### src/bmsd_pkg.sv
// Shared types, sizes and helpers for the button matrix scanner.
// No dependencies; used by every module of the block.
`default_nettype none

package bmsd_pkg;

	localparam int NUM_MODULES       = 5;
	localparam int NUM_ROWS          = 8;
	localparam int NUM_INPUT_MODULES = 5;
	localparam int NUM_ENTRIES       = NUM_MODULES * NUM_ROWS;
	localparam int IDX_W             = $clog2(NUM_ENTRIES);
	localparam int CNT_W             = $clog2(NUM_ENTRIES + 1);
	localparam int ROW_W             = $clog2(NUM_ROWS);
	localparam int MOD_W             = 3;
	localparam int PIN_W             = 9;

	localparam logic [7:0] RELOAD_RESET = 8'd10;
	localparam logic [7:0] ALL_RELEASED = 8'hff;

	localparam logic CMD_SCAN = 1'b0;
	localparam logic CMD_POLL = 1'b1;

	typedef struct packed {
		logic       command;
		logic [7:0] din_module0;
		logic [7:0] din_module1;
		logic [7:0] din_module2;
		logic [7:0] din_module3;
		logic [7:0] din_module4;
	} in_item_t;

	typedef struct packed {
		logic [ROW_W-1:0] next_row;
		logic             event_valid;
		logic [PIN_W-1:0] event_pin;
		logic             event_level;
	} out_item_t;

	typedef enum logic [1:0] {
		ST_IDLE,
		ST_WALK,
		ST_DONE
	} ctrl_state_t;

	typedef struct packed {
		logic accept;
		logic walk;
		logic commit;
	} dp_cmd_t;

	typedef struct packed {
		logic walk_needed;
		logic hit;
		logic walk_end;
	} dp_status_t;

	function automatic logic [7:0] sample_of(input in_item_t item, input logic [MOD_W-1:0] m);
		logic [7:0] s;
		case (m)
			3'd0: s = item.din_module0;
			3'd1: s = item.din_module1;
			3'd2: s = item.din_module2;
			3'd3: s = item.din_module3;
			3'd4: s = item.din_module4;
			default: s = ALL_RELEASED;
		endcase
		return s;
	endfunction

	function automatic logic [2:0] lowest_bit(input logic [7:0] v);
		logic [2:0] idx;
		idx = 3'd0;
		for (int i = 7; i >= 0; i--) begin
			if (v[i]) idx = 3'(i);
		end
		return idx;
	endfunction

endpackage

`default_nettype wire

### src/bmsd_ctrl.sv
// Controller state machine: accepts an item, runs the entry walk when one is needed, strobes the result.
// Depends on bmsd_pkg.
`default_nettype none

module bmsd_ctrl
	import bmsd_pkg::*;
(
	input  wire logic       clk,
	input  wire logic       arst_n,
	input  wire logic       start,
	input  dp_status_t      status,
	output dp_cmd_t         cmd,
	output logic            busy,
	output logic            done
);

	ctrl_state_t state_q, state_d;

	always_ff @(posedge clk or negedge arst_n) begin
		if (!arst_n) begin
			state_q <= ST_IDLE;
		end else begin
			state_q <= state_d;
		end
	end

	always_comb begin
		state_d = state_q;
		case (state_q)
			ST_IDLE: begin
				if (start) state_d = status.walk_needed ? ST_WALK : ST_DONE;
			end
			ST_WALK: begin
				if (status.walk_end) state_d = ST_DONE;
			end
			ST_DONE: begin
				state_d = ST_IDLE;
			end
			default: begin
				state_d = ST_IDLE;
			end
		endcase
	end

	always_comb begin
		cmd  = '0;
		busy = 1'b1;
		done = 1'b0;
		case (state_q)
			ST_IDLE: begin
				busy       = 1'b0;
				cmd.accept = start;
			end
			ST_WALK: begin
				cmd.walk   = 1'b1;
				cmd.commit = status.hit;
			end
			ST_DONE: begin
				done = 1'b1;
			end
			default: begin
				busy = 1'b1;
			end
		endcase
	end

endmodule

`default_nettype wire

### src/bmsd_dp.sv
// Datapath: row and debounce counters, level/pending memories, walk counter, result regs.
// Depends on bmsd_pkg; driven by bmsd_ctrl.
`default_nettype none

module bmsd_dp
	import bmsd_pkg::*;
(
	input  wire logic       clk,
	input  wire logic       arst_n,
	input  in_item_t        req,
	input  wire logic       cfg_we,
	input  wire logic [7:0] cfg_data,
	input  dp_cmd_t         cmd,
	output dp_status_t      status,
	output out_item_t       result
);

	logic [7:0]       reload_q;
	logic [7:0]       cnt_q;
	logic [ROW_W-1:0] row_q;
	logic [ROW_W-1:0] cur_row_q;
	logic             poll_q;
	in_item_t         item_q;
	logic [CNT_W-1:0] w_q;
	logic [NUM_ENTRIES-1:0] written_q;

	logic [7:0] levels_mem [NUM_ENTRIES];
	logic [7:0] pend_mem   [NUM_ENTRIES];

	logic             rd_vld_s1;
	logic             last_s1;
	logic             wr_s1;
	logic [IDX_W-1:0] addr_s1;
	logic [MOD_W-1:0] mod_s1;
	logic [7:0]       lvl_s1;
	logic [7:0]       pend_s1;

	logic             ev_valid_q;
	logic [PIN_W-1:0] ev_pin_q;
	logic             ev_level_q;

	logic [CNT_W-1:0] w_limit;
	logic             issue;
	logic [IDX_W-1:0] rd_addr;
	logic [7:0]       lvl_eff;
	logic [7:0]       pend_eff;
	logic [7:0]       sample;
	logic [7:0]       diff;
	logic             hit_raw;
	logic [2:0]       bit_idx;

	always_comb begin
		w_limit  = poll_q ? CNT_W'(NUM_ENTRIES - 1) : CNT_W'(NUM_MODULES - 1);
		issue    = cmd.walk && (w_q <= w_limit);
		rd_addr  = poll_q ? IDX_W'(w_q) : IDX_W'({w_q, cur_row_q});
		lvl_eff  = wr_s1 ? lvl_s1 : ALL_RELEASED;
		pend_eff = wr_s1 ? pend_s1 : 8'd0;
		sample   = sample_of(item_q, mod_s1);
		diff     = sample ^ lvl_eff;
		hit_raw  = poll_q ? (pend_eff != 8'd0) : (diff != 8'd0);
		bit_idx  = lowest_bit(pend_eff);
	end

	assign status.walk_needed = (req.command == CMD_POLL) || (cnt_q <= 8'd1);
	assign status.hit         = rd_vld_s1 && hit_raw;
	// a reload of zero leaves debouncing off, so later modules still compare
	assign status.walk_end    = rd_vld_s1 &&
		(last_s1 || (hit_raw && (poll_q || (reload_q != 8'd0))));

	always_ff @(posedge clk or negedge arst_n) begin
		if (!arst_n) begin
			reload_q  <= RELOAD_RESET;
			cnt_q     <= 8'd0;
			row_q     <= '0;
			poll_q    <= 1'b0;
			w_q       <= '0;
			written_q <= '0;
			rd_vld_s1 <= 1'b0;
		end else begin
			rd_vld_s1 <= issue;
			if (cfg_we) reload_q <= cfg_data;
			if (cmd.accept) begin
				poll_q <= req.command;
				w_q    <= '0;
				if (req.command == CMD_SCAN) begin
					row_q <= row_q + ROW_W'(1);
					if (cnt_q != 8'd0) cnt_q <= cnt_q - 8'd1;
				end
			end else if (issue) begin
				w_q <= w_q + CNT_W'(1);
			end
			if (cmd.commit) begin
				written_q[addr_s1] <= 1'b1;
				if (!poll_q) cnt_q <= reload_q;
			end
		end
	end

	always_ff @(posedge clk) begin
		if (cmd.accept) begin
			item_q     <= req;
			cur_row_q  <= row_q;
			ev_valid_q <= 1'b0;
			ev_pin_q   <= '0;
			ev_level_q <= 1'b0;
		end
		if (cmd.commit && poll_q) begin
			ev_valid_q <= 1'b1;
			ev_pin_q   <= PIN_W'({addr_s1, bit_idx});
			ev_level_q <= lvl_eff[bit_idx];
		end
		last_s1 <= (w_q == w_limit);
		wr_s1   <= written_q[rd_addr];
		addr_s1 <= rd_addr;
		mod_s1  <= w_q[MOD_W-1:0];
	end

	always_ff @(posedge clk) begin
		if (cmd.commit) begin
			if (poll_q) begin
				pend_mem[addr_s1] <= pend_eff & ~(8'd1 << bit_idx);
			end else begin
				pend_mem[addr_s1]   <= pend_eff | diff;
				levels_mem[addr_s1] <= sample;
			end
		end
		lvl_s1  <= levels_mem[rd_addr];
		pend_s1 <= pend_mem[rd_addr];
	end

	assign result.next_row    = row_q;
	assign result.event_valid = ev_valid_q;
	assign result.event_pin   = ev_pin_q;
	assign result.event_level = ev_level_q;

	a_commit_on_data: assert property (@(posedge clk) disable iff (!arst_n)
		cmd.commit |-> rd_vld_s1)
		else $error("commit without read data");

	a_count_dec: assert property (@(posedge clk) disable iff (!arst_n)
		(cmd.accept && req.command == CMD_SCAN && cnt_q > 8'd1)
		|=> cnt_q == 8'($past(cnt_q) - 8'd1))
		else $error("debounce count not decremented");

	a_poll_keeps_row: assert property (@(posedge clk) disable iff (!arst_n)
		(cmd.accept && req.command == CMD_POLL) |=> row_q == $past(row_q))
		else $error("poll moved row counter");

	a_scan_reload: assert property (@(posedge clk) disable iff (!arst_n)
		(cmd.commit && !poll_q) |=> cnt_q == $past(reload_q))
		else $error("debounce count not reloaded");

endmodule

`default_nettype wire

### src/button_matrix_scan_debounce.sv
// Top level of the button matrix scanner with shared debounce counter.
// Depends on bmsd_pkg, bmsd_ctrl and bmsd_dp.
`default_nettype none

// Raise start with an item while busy is low. A scan item skips the walk when
// the debounce counter is still running; otherwise it walks the modules, one
// module row read per cycle from the level memory. A poll walks up to the
// NUM_MODULES*8 stored rows one per cycle through the pending memory. Exactly
// one result per item is flagged by done, which is high for a single cycle;
// it cannot be held off, so the receiver must take it then. The user must
// write debounce_reload through cfg_we/cfg_data only while the block is idle;
// the block itself does not enforce this. No clearing pass is needed after
// reset.
module button_matrix_scan_debounce
	import bmsd_pkg::*;
(
	input  wire logic       clk,
	input  wire logic       arst_n,
	input  wire logic       start,
	output logic            busy,
	input  in_item_t        req,
	output logic            done,
	output out_item_t       result,
	input  wire logic       cfg_we,
	input  wire logic [7:0] cfg_data
);

	dp_cmd_t    cmd;
	dp_status_t status;

	bmsd_ctrl u_ctrl (
		.clk    (clk),
		.arst_n (arst_n),
		.start  (start),
		.status (status),
		.cmd    (cmd),
		.busy   (busy),
		.done   (done)
	);

	bmsd_dp u_dp (
		.clk      (clk),
		.arst_n   (arst_n),
		.req      (req),
		.cfg_we   (cfg_we),
		.cfg_data (cfg_data),
		.cmd      (cmd),
		.status   (status),
		.result   (result)
	);

endmodule

`default_nettype wire
### config.mk
export PLATFORM = sky130hd
export DESIGN_NAME = button_matrix_scan_debounce
export DESIGN_NICKNAME = d
export VERILOG_FILES = /design/src/bmsd_pkg.sv /design/src/bmsd_ctrl.sv /design/src/bmsd_dp.sv /design/src/button_matrix_scan_debounce.sv
export SDC_FILE = /design/constraint.sdc
export NUM_CORES = 1
export LEC_CHECK = 0
export BUFFER_PORTS_ARGS = -buffer_cell sky130_fd_sc_hd__buf_2
export CAP_MARGIN = 0
export CORE_ASPECT_RATIO = 0.6
export CORE_UTILIZATION = 30
export CTS_CLUSTER_DIAMETER = 30
export CTS_CLUSTER_SIZE = 24
export DETAILED_ROUTE_END_ITERATION = 10
export SLEW_MARGIN = 20
export SYNTH_ARGS = -nofsm -noshare
export SYNTH_HDL_FRONTEND = slang
export SYNTH_SLANG_ARGS = --single-unit
### constraint.sdc
create_clock -name clk -period 10.2 [get_ports clk]
set_clock_uncertainty 0.05 [all_clocks]
set_input_delay 1.02 -clock clk [delete_from_list [all_inputs] [get_ports clk]]
set_output_delay 1.02 -clock clk [all_outputs]
set_load 0.02 [all_outputs]
### Word-level counts from Yosys, hierarchy flattened

Memory sizes are Yosys's and may differ from the RTL's. A register that Yosys moved wholly into a read port is not among the register bits.
Cells that the tools add are included.

| storage, ports and cells | value |
|---|---|
| bits in writable memories | 640 |
| output and inout port bits | 16 |
| bits in registers | 134 |
| bits of input ports | 53 |
| memories kept | 2 |

| operators by class | value |
|---|---|
| add/subtract/negate cells | 3 |
| reduce and logical (&&, ||, !) cells | 19 |
| equal/unequal tests | 9 |
| shift operators | 1 |
| mux-type cells | 46 |
| $lt $le $gt $ge | 6 |
| bitwise gates (word level) | 7 |

Memories:

| memory | depth | bits a word | read ports | clocked after memory_dff | write ports | line | text |
|---|---|---|---|---|---|---|---|
| u_dp.levels_mem | 40 | 8 | 1 | 1 | 1 | bmsd_dp.sv:27 | `logic [7:0] levels_mem [NUM_ENTRIES];` |
| u_dp.pend_mem | 40 | 8 | 1 | 1 | 1 | bmsd_dp.sv:28 | `logic [7:0] pend_mem [NUM_ENTRIES];` |

Operator list:

| cell | number |
|---|---|
| 2-to-1 mux 8 bit | 8 |
| OR 40 bit | 1 |
| case mux 8 bit (5 select lines) | 1 |
| nonzero test 8 bit | 4 |
| 2-to-1 mux 3 bit | 8 |
| 2-to-1 mux 6 bit | 4 |
| 2-to-1 mux 9 bit | 2 |
| 2-to-1 mux 1 bit | 15 |
| < comparator 6 x 7 -> 1 bit (second input constant) | 2 |
| bitwise AND 8 bit | 1 |
| <= comparator 8 x 1 -> 1 bit (second input constant) | 1 |
| 2-to-1 mux 2 bit | 4 |
| NOT 8 bit | 1 |
| OR 8 bit | 1 |
| << shifter 1 x 3 -> 8 bit (first input constant) | 1 |
| subtractor 8 x 1 -> 8 bit (second input constant) | 1 |
| XOR 8 bit | 1 |
| adder 6 x 1 -> 6 bit (second input constant) | 1 |
| binary-select mux 1 bit (select 6 bit) | 1 |
| demux 1 bit (select 6 bit) | 1 |
| equality test 3 x 2 -> 1 bit (second input constant) | 2 |
| equality test 6 bit | 1 |
| greater-or-equal comparator 6 x 1 -> 1 bit (second input constant) | 1 |
| <= comparator 6 bit | 1 |
| other kinds (17) | 27 |

### Longest topological paths before layout

Gate-level depths: netlist of run 1.

| depth | value |
|---|---|
| depth after elaboration | 13 |
| gate-level depth with buffers | 12 |
| mapped depth without buffers | 9 |

### Cells and area by module

From an unflattened synthesis of run 1, not the netlist that was laid out.

| second synthesis, totals | value |
|---|---|
| cell total of the unflattened synthesis | 3008 |
| area total of the unflattened synthesis | 35686.7 µm² |

By module, submodules not included:

| module | times used | area each (µm²) | sequential area each (µm²) | cells each |
|---|---|---|---|---|
| bmsd_dp | 1 | 35550.3 | 23049.6 | 2995 |
| bmsd_ctrl | 1 | 136.4 | 50.0 | 13 |

### Worst setup path after synthesis of run 1

No wires, ideal clock.

| path | value |
|---|---|
| path type | register to register |
| from | register u_dp.mod_s1[1] |
| to | memory u_dp.pend_mem[0][0] (data pin) |
| required time | 9619 ps |
| path buffers | 3 |
| arrival | 5315 ps |
| period minus slack after synthesis | 5896 ps |
| slack | 4304 ps |
| stages on the path, launching flop included | 10 |
| cells stage by stage | dfxtp_1 -> buf_4 -> buf_2 -> nor3_1 -> o32ai_1 -> xnor2_1 -> nand4bb_2 -> o31ai_4 -> buf_4 -> a211oi_1 |

| on the way | value |
|---|---|
| word-level cells in the longest chain between the ends | 10 |

RTL lines:

| what | line | text |
|---|---|---|
| from (decl) | bmsd_dp.sv:34 | `logic [MOD_W-1:0] mod_s1;` |
| from (signal assigned) | bmsd_dp.sv:115 | `mod_s1 <= w_q[MOD_W-1:0];` |
| equality test 3 bit (tied with other cells) | bmsd_pkg.sv:59 | `case (m)` |
| case mux 8 bit (5 select lines) * | bmsd_pkg.sv:59 |  |
| net u_dp.sample[2] | bmsd_dp.sv:47 | `logic [7:0] sample;` |
| XOR 8 bit * | bmsd_dp.sv:59 | `diff = sample ^ lvl_eff;` |
| nonzero test 8 bit * | bmsd_dp.sv:60 | `hit_raw = poll_q ? (pend_eff != 8'd0) : (diff != 8'd0);` |
| 2-to-1 mux 1 bit * | bmsd_dp.sv:60 |  |
| logical AND 1 bit * | bmsd_dp.sv:65 | `assign status.hit = rd_vld_s1 && hit_raw;` |
| 2-to-1 mux 2 bit * | bmsd_ctrl.sv:49 | `case (state_q)` |
| 2-to-1 mux 1 bit * | bmsd_dp.sv:119 | `if (cmd.commit) begin` |
| 2-to-1 mux 1 bit (implied by the code) * | bmsd_dp.sv:123 | `pend_mem[addr_s1] <= pend_eff \| diff;` |
| 2-to-1 mux 8 bit (no line) * | n/a |  |
| to (decl) | bmsd_dp.sv:28 |  |

The timed path passes the listed nets; every way through them passes the cells marked *.

### Final worst setup path of run 1

| path | value |
|---|---|
| from | register u_dp.poll_q |
| to | register u_dp.pend_s1[4] (read register of u_dp.pend_mem) |

| on the way | value |
|---|---|
| word-level cells in the longest chain between the ends | 1 |

RTL lines:

| what | line | text |
|---|---|---|
| from (decl) | bmsd_dp.sv:22 | `logic poll_q;` |
| from (signal assigned) | bmsd_dp.sv:83 | `poll_q <= req.command;` |
| 2-to-1 mux 6 bit | bmsd_dp.sv:55 | `rd_addr = poll_q ? IDX_W'(w_q) : IDX_W'({w_q, cur_row_q});` |
| to (decl) | bmsd_dp.sv:36 | `logic [7:0] pend_s1;` |

Every way passes these cells.
A chain may end at the register's enable or synchronous reset.

==> impl_metrics.csv, run 1 <==
group,metric,value,unit
logic_synthesis,syn_area,32800,um2
floorplanning,ioPinCount,69,
logic_synthesis,avgSynthCellArea,12.4,um2
routing,first_pass_iters,5,
logic_synthesis,yosysTopAreaCell,"edfxtp_1",
cts,cts_buffers,92,
cts,htree_num_levels,3,
floorplanning,coreArea,108000,um2
logic_synthesis,yosys.area_share.adder,0.305,%
critical_path,worst_r2r_endpoint,"u_dp.pend_s1[4]",
grt,grt_pass1_wl,134000,um
critical_path,path_max_fanout,181,
floorplanning,fp.dieArea,111000,um2
final_layout,diodes,0,
floorplanning,initial_utilization,30.4,%
power_and_ir_drop,power_density,300,nW/um2
cts,cts_tree,"built",
sta,rsz0062_at_grt,"false",
logic_synthesis,synth_cell_types,76,
routing,drc,0,
cts,cts_resized,0,
logic_synthesis,synth_edf_count,693,
critical_path,cp.required,10.74,ns
critical_path,worstRegToRegCells,11,
cts,cts_sinks,790,
sta,tightest_slew,1.06,ns
critical_path,path_class,"reg2reg",
logic_synthesis,synth_common_cells,"nand2_1, edfxtp_1, nand3_1, clkbuf_1, a311oi_1",
power_and_ir_drop,peakVddDrop,0.216,mV
grt,grt-ovfl-total,0,
cts,clk_path_buf_depth,3,
place,dp_slack,5.25,ns
power_and_ir_drop,pwr-share-clk,30.3,%
routing,postRouteAntennaNets,0,
logic_synthesis,ys.flop_type,"edfxtp_1",
place,place_inst,4025,
routing,viasPerCell,5.20,
cts,path_clk_slew,0.06,ns
sta,fmax,197,MHz
sta,final.setup.worst_slack,5.13,ns
routing,wire_per_inst,21.2,um
final_layout,layout-drive-gt1-share,14.3,%
final_layout,utilization,35.7,%
power_and_ir_drop,power.total,11.6,mW
final_layout,area_delta_synth_final,17.4,%
final_layout,num-nets-final,2755,
power_and_ir_drop,p_sw,4.46,mW
run,max_cap_viol_count,0,
critical_path,r2r_slack,5.13,ns
sta,final_max_slew_viol_count,0,
logic_synthesis,synthMuxAreaShare,1.27,%
sta,finalSetupViolCount,0,
sta,relSlewSlack,28.9,%
critical_path,start_kind,"flip-flop",
routing,drt_iter0_markers,2747,
power_and_ir_drop,switching_share,38.5,%
power_and_ir_drop,pwr-share-seq,37.3,%
critical_path,reg2reg_from,"u_dp.poll_q",
logic_synthesis,yosysMostFrequentCell,"nand2_1",
floorplanning,rows,93,
floorplanning,die_width,429,um
sta,setup_tns,0,ns
power_and_ir_drop,p_int,7.11,mW
grt,grt_max_degree,182,
critical_path,startpoint,"u_dp.poll_q",
sta,period_minus_slack,5.07,ns
logic_synthesis,synth_xor_xnor_area_share,0.454,%
logic_synthesis,seq_area_frac_synth,70.4,%
place,place_congestion,0.828,
logic_synthesis,synth_top_family_by_area,"simple AND/OR/NAND/NOR gates",
floorplanning,dieHeight,258,um
final_layout,final_cells,4199,
critical_path,end_kind,"flip-flop",
logic_synthesis,ys_warn_count,0,
cts,post_cts_buffers,0,
logic_synthesis,ys_ff_latch,790,
routing,totalWireLength,89100,um
power_and_ir_drop,leakagePower,13.3,nW
sta,hold_viol,0,
outcome,outcome,"complete, no violations",
cts,clock-root-buffer,"clkbuf_16",
critical_path,cp_data_arrival_time,5.61,ns
logic_synthesis,async_flop_share,8.73,%
logic_synthesis,synth_area_leaders,"edfxtp_1, nand2_1, dfrtp_1",
cts,clock_latency,0.68,ns
power_and_ir_drop,comb_power_share,32.4,%
logic_synthesis,synth_compound_gate_area_share,6.83,%
grt,antenna_found_initial,2,
place,io_buffers,68,
routing,vias,21854,
grt,grt_pass1_vias,20403,
place,dp_hpwl,52300,um
logic_synthesis,synthSimpleGateAreaFrac,18.1,%
sta,fin_crit_sh,49.8,%
logic_synthesis,synth_fp_nets,2714,
critical_path,crit_end,"u_dp.pend_s1[4]",
cts,cts-hold-fix-buffers,0,
grt,grt_use_total,15.8,%
hold_path,hold_path.class,"in2async",
logic_synthesis,synth_top_area_share,63.4,%
logic_synthesis,netlist_instances,2653,
[metal layers]
layer	wire length, um	track usage (%)	up-vias
li1	-	-	9939
met1	43700	25.3	10856
met2	34300	19.8	928
met3	9270	5.17	127
met4	1900	4.32	4
met5	23	0	-
[state kept, by name, summed over array words and instances, names as in the netlist, 9 cells and up]
| name | cells |
|---|---|
| u_dp.pend_mem | 320 |
| u_dp.levels_mem | 320 |
| u_dp.item_q | 40 |
| u_dp.written_q | 40 |
| u_dp.ev_pin_q | 9 |
[critical path, cell delays in order, from the launching register on]
cell,delay (ns)
dfrtp_1,0.70
mux2i_4,0.36
buf_12,0.30
inv_8,0.61
buf_4,0.57
buf_12,0.61
nand2_1,0.10
and3_1,0.20
a311oi_1,0.42
a311oi_1,0.18
a311o_1,0.44
a31oi_1,0.15
[area by class of cell]
class	count	area [um2]
Multi-Input combinational cell	1643	9360
Timing Repair Buffer	136	888
Fill cell	10303	69300
Clock buffer	107	2490
Clock inverter	67	787
Tap cell	1425	1780
Inverter	31	129
Sequential cell	790	23100
[per-stage QoR]
| step | hold WS (ns) | area [um2] |
|---|---|---|
| floorplan | 0.295 | 32800 |
| global placement | 0.380 | 35100 |
| detailed placement | 0.382 | 35100 |
| CTS | 0.136 | 38400 |
| global route | 0.167 | 38500 |
| finish | 0.165 | 38500 |
[kinds of logic after synthesis]
| logic type | count (synthesis) |
|---|---|
| AO/OA/AOI/OAI | 265 |
| XOR/XNOR | 17 |
| adder cells (fa/ha/maj) | 8 |
| buffers and inverters | 220 |
| flip-flops | 790 |
| multiplexers | 38 |
| AND/OR/NAND/NOR | 1315 |
[layout by cell type (no fill, tap or decap), drive strengths merged, types with 32 or more instances in the layout]
cell type and count:
nand2 707, edfxtp 693, nand3 319, buf 136
clkbuf 107, a311oi 101, dfrtp 67, and3 65
nor3 59, inv 57, nor2 47, a311o 32
nor4 32
[how the worst min path moves through the flow]
| stage | startpoint | to | slack (ns) | cells past startpoint |
|---|---|---|---|---|
| floorplan | u_dp.w_q[2] | u_dp.mod_s1[2] | 0.30 | 0 |
| global placement | u_dp.written_q[11] | u_dp.written_q[11] | 0.38 | 2 |
| detailed placement | u_dp.written_q[11] | u_dp.written_q[11] | 0.38 | 2 |
| CTS | arst_n | u_dp.w_q[5] | 0.14 | 1 |
| global route | arst_n | u_dp.w_q[5] | 0.17 | 1 |
| finish | arst_n | u_dp.w_q[5] | 0.17 | 1 |
[power groups by stage]
stage	registers, mW	logic, mW	clock network [mW]
6_report	4.32	3.75	3.50
5_1_grt	4.34	4.07	3.68
4_1_cts	4.31	3.69	3.55
2_1_floorplan	4.29	2.35	0
3_3_place_gp	4.38	3.65	0
3_5_place_dp	4.38	3.68	0
Power figures use the tool's default switching activity.
==> run 2, diff against run 1 <==
--- a/config.mk
+++ b/config.mk
@@ -5,6 +5,7 @@
 export SDC_FILE = /design/constraint.sdc
 export NUM_CORES = 1
 export LEC_CHECK = 0
+export ABC_AREA = 1
 export BUFFER_PORTS_ARGS = -buffer_cell sky130_fd_sc_hd__buf_2
 export CAP_MARGIN = 0
 export CORE_ASPECT_RATIO = 0.6
==> constraint.sdc (replaced) <==
create_clock -name clk -period 5.2 [get_ports clk]
set_clock_uncertainty 0.05 [all_clocks]
set_input_delay 0.52 -clock clk [delete_from_list [all_inputs] [get_ports clk]]
set_output_delay 0.52 -clock clk [all_outputs]
set_load 0.02 [all_outputs]
==> impl_metrics.csv, run 2 <==
group,metric,value,unit
outcome,outcome,"complete, no violations",
logic_synthesis,synth_cell_types,41,
routing,postRouteAntennaNets,0,
critical_path,worst_r2r_endpoint,"u_dp.levels_mem[10][5]",
critical_path,reg2reg_from,"u_dp.mod_s1[2]",
final_layout,top_regs,"u_dp.levels_mem (320), u_dp.pend_mem (320)",
critical_path,worst_path_max_delay_cell,"dfxtp_1",
logic_synthesis,synth_top_family_by_area,"compound AO/OA/AOI/OAI gates",
logic_synthesis,ys.flop_type,"edfxtp_1",
hold_path,hold_path.class,"in2async",
logic_synthesis,synth_top_area_share,64.2,%
final_layout,num-nets-final,2915,
final_layout,fill_cells,10189,
place,place_congestion,0.907,
critical_path,path_class,"reg2reg",
critical_path,critPathMaxStageDelay,0.65,ns
routing,viasPerCell,5.13,
logic_synthesis,synth_common_cells,"edfxtp_1, nor2_1, o21ai_0, nand2_1, inv_1",
cts,htree_num_levels,3,
cts,clk_path_buf_depth,3,
sta,fmax,251,MHz
sta,final.setup.worst_slack,1.22,ns
power_and_ir_drop,pwr-share-clk,28.6,%
final_layout,final_cells,4353,
place,dp_slack,1.46,ns
logic_synthesis,ys_ff_latch,790,
critical_path,crit_path_cell_trace,"inv_2 -> nand2_1 -> nor2_2 -> nand2_1 -> nand3_1 -> o21ai_0 -> nand2_1 -> nand2_1 -> nor2_1 -> nand3_2 -> nand4_2 -> buf_4 -> nor3_1 -> buf_4",
grt,grt_pass1_wl,136000,um
cts,cts_tree,"built",
grt,grt_use_total,16.4,%
logic_synthesis,yosysMostFrequentCell,"edfxtp_1",
sta,rsz0062_at_grt,"false",
power_and_ir_drop,p_sw,9.91,mW
critical_path,cp_data_arrival_time,4.29,ns
sta,hold_viol,0,
logic_synthesis,yosysTopAreaCell,"edfxtp_1",
power_and_ir_drop,power_density,634,nW/um2
power_and_ir_drop,leakagePower,13.4,nW
logic_synthesis,avgSynthCellArea,12.0,um2
critical_path,cp.required,5.52,ns
critical_path,worstRegToRegCells,14,
final_layout,utilization,36.4,%
critical_path,end_kind,"flip-flop",
routing,vias,22321,
logic_synthesis,synthMuxAreaShare,0.104,%
floorplanning,rows,92,
logic_synthesis,syn_area,32400,um2
sta,tightest_slew,1.15,ns
logic_synthesis,netlist_instances,2709,
run,max_cap_viol_count,0,
critical_path,r2r_slack,1.22,ns
floorplanning,coreArea,106000,um2
sta,final_max_slew_viol_count,0,
power_and_ir_drop,pwr-share-seq,35.2,%
routing,totalWireLength,90600,um
cts,cts_sinks,790,
place,dp_hpwl,55100,um
sta,fin_crit_sh,76.5,%
sta,finalSetupViolCount,0,
floorplanning,ioPinCount,69,
critical_path,critPathMostFrequentCell,"nand2_1",
logic_synthesis,synth_edf_count,693,
floorplanning,initial_utilization,30.6,%
logic_synthesis,synth_fp_nets,2770,
cts,path_clk_slew,0.06,ns
final_layout,final_common_cell,"edfxtp_1",
sta,period_minus_slack,3.98,ns
power_and_ir_drop,p_int,14.6,mW
floorplanning,die_width,426,um
cts,cts_buffers,101,
grt,antenna_found_initial,2,
routing,drt_iter0_markers,2809,
power_and_ir_drop,comb_power_share,36.2,%
logic_synthesis,synth_compound_gate_area_share,13.3,%
logic_synthesis,seq_area_frac_synth,71.3,%
logic_synthesis,synth_area_leaders,"edfxtp_1, o21ai_0, nor2_1",
logic_synthesis,synth_xor_xnor_area_share,0.135,%
grt,grt_pass1_vias,21115,
critical_path,path_max_fanout,16,
place,place_inst,4116,
logic_synthesis,synthSimpleGateAreaFrac,10.4,%
power_and_ir_drop,peakVddDrop,0.557,mV
final_layout,final_cell_mix,"edfxtp_1, nor2_1, o21ai_0, nand2_1, inv_1",
cts,clock-root-buffer,"clkbuf_16",
sta,setup_tns,0,ns
cts,clock_latency,0.67,ns
critical_path,start_kind,"flip-flop",
routing,drc,0,
logic_synthesis,async_flop_share,8.73,%
place,io_buffers,68,
grt,grt-ovfl-total,0,
routing,first_pass_iters,6,
final_layout,layout-drive-gt1-share,13.5,%
floorplanning,dieHeight,257,um
critical_path,cp_num_buf_inv,3,
logic_synthesis,ys_warn_count,0,
sta,fin_hold_ws,0.0140,ns
grt,grt_max_degree,157,
routing,wire_per_inst,20.8,um
power_and_ir_drop,switching_share,40.5,%
floorplanning,fp.dieArea,109000,um2
critical_path,critPathTopFamily,"simple AND/OR/NAND/NOR gates",
logic_synthesis,yosys.area_share.adder,0.309,%
final_layout,area_delta_synth_final,19.3,%
sta,relSlewSlack,22.9,%
run 2: changes by cell type after synthesis, moves of 100 or more:
cell,previous run,this run
a311oi_1,100,0
inv_1,27,158
nand2_1,707,160
nand3_1,319,111
nor2_1,47,447
o211ai_1,4,153
o21ai_0,11,430
run 2: stage by stage:
stage               power [mW]  area, um2
global placement          17.4      34800
floorplan                 13.9      32400
finish                    24.5      38600
global route              25.6      38600
CTS                       24.4      38600
detailed placement        17.4      34800
run 2: timing repair:
item                                   CTS  global route
endpoints found under the hold margin   44             0
resized for setup                        0             0
hold buffers                            44             0
setup buffers                            0             0
run 2: power groups by stage:
stage	Sequential, mW	Clock, mW	Combinational, mW
after floorplan	8.69	0	5.23
after global placement	8.74	0	8.69
after detailed placement	8.73	0	8.70
after CTS	8.61	7.08	8.75
after global routing	8.65	7.34	9.65
final	8.62	6.99	8.87
run 2: routing by layer:
| layer | up-vias | track usage, % | part of all wire (%) |
|---|---|---|---|
| li1 | 10163 | - | - |
| met2 | 1038 | 21.4 | 39 |
| met3 | 101 | 4.04 | 10 |
| met5 | - | 0 | 0 |
| met1 | 11019 | 26.4 | 49 |
| met4 | 0 | 3.76 | 1.4 |
run 2: final cells by class:
class	count	area (um2)	area share [%]
repair buffers	219	1700	4.41
inverters	167	634	1.64
clock inverters	79	752	1.95
diodes	1	2.50	0.00648
multi-input cells	1575	8020	20.8
well taps	1410	1760	4.57
clock buffers	112	2650	6.87
flip-flops and latches	790	23100	59.8
run 2: how the worst max path moves through the flow:
| stage | to | slack (ns) | depth (start not counted) | startpoint |
|---|---|---|---|---|
| 6_report | u_dp.levels_mem[10][5] | 1.22 | 14 | u_dp.mod_s1[2] |
| 5_1_grt | u_dp.levels_mem[10][4] | 0.92 | 14 | u_dp.mod_s1[2] |
| 4_1_cts | u_dp.pend_mem[26][5] | 1.43 | 12 | u_dp.mod_s1[2] |
| 3_5_place_dp | u_dp.pend_mem[26][4] | 1.46 | 12 | u_dp.mod_s1[2] |
| 3_3_place_gp | u_dp.pend_mem[5][5] | 1.50 | 12 | u_dp.mod_s1[2] |
| 2_1_floorplan | u_dp.pend_mem[0][2] | 0.92 | 12 | u_dp.mod_s1[1] |
run 2: logic make-up after synthesis:
| group | count (synthesis) |
|---|---|
| and+or+nand+nor | 807 |
| DFF | 790 |
| AOI/OAI and AO/OA | 752 |
| buffers and inverters | 344 |
| adders and majority gates | 8 |
| xor gates and xnor gates | 5 |
| muxes | 3 |
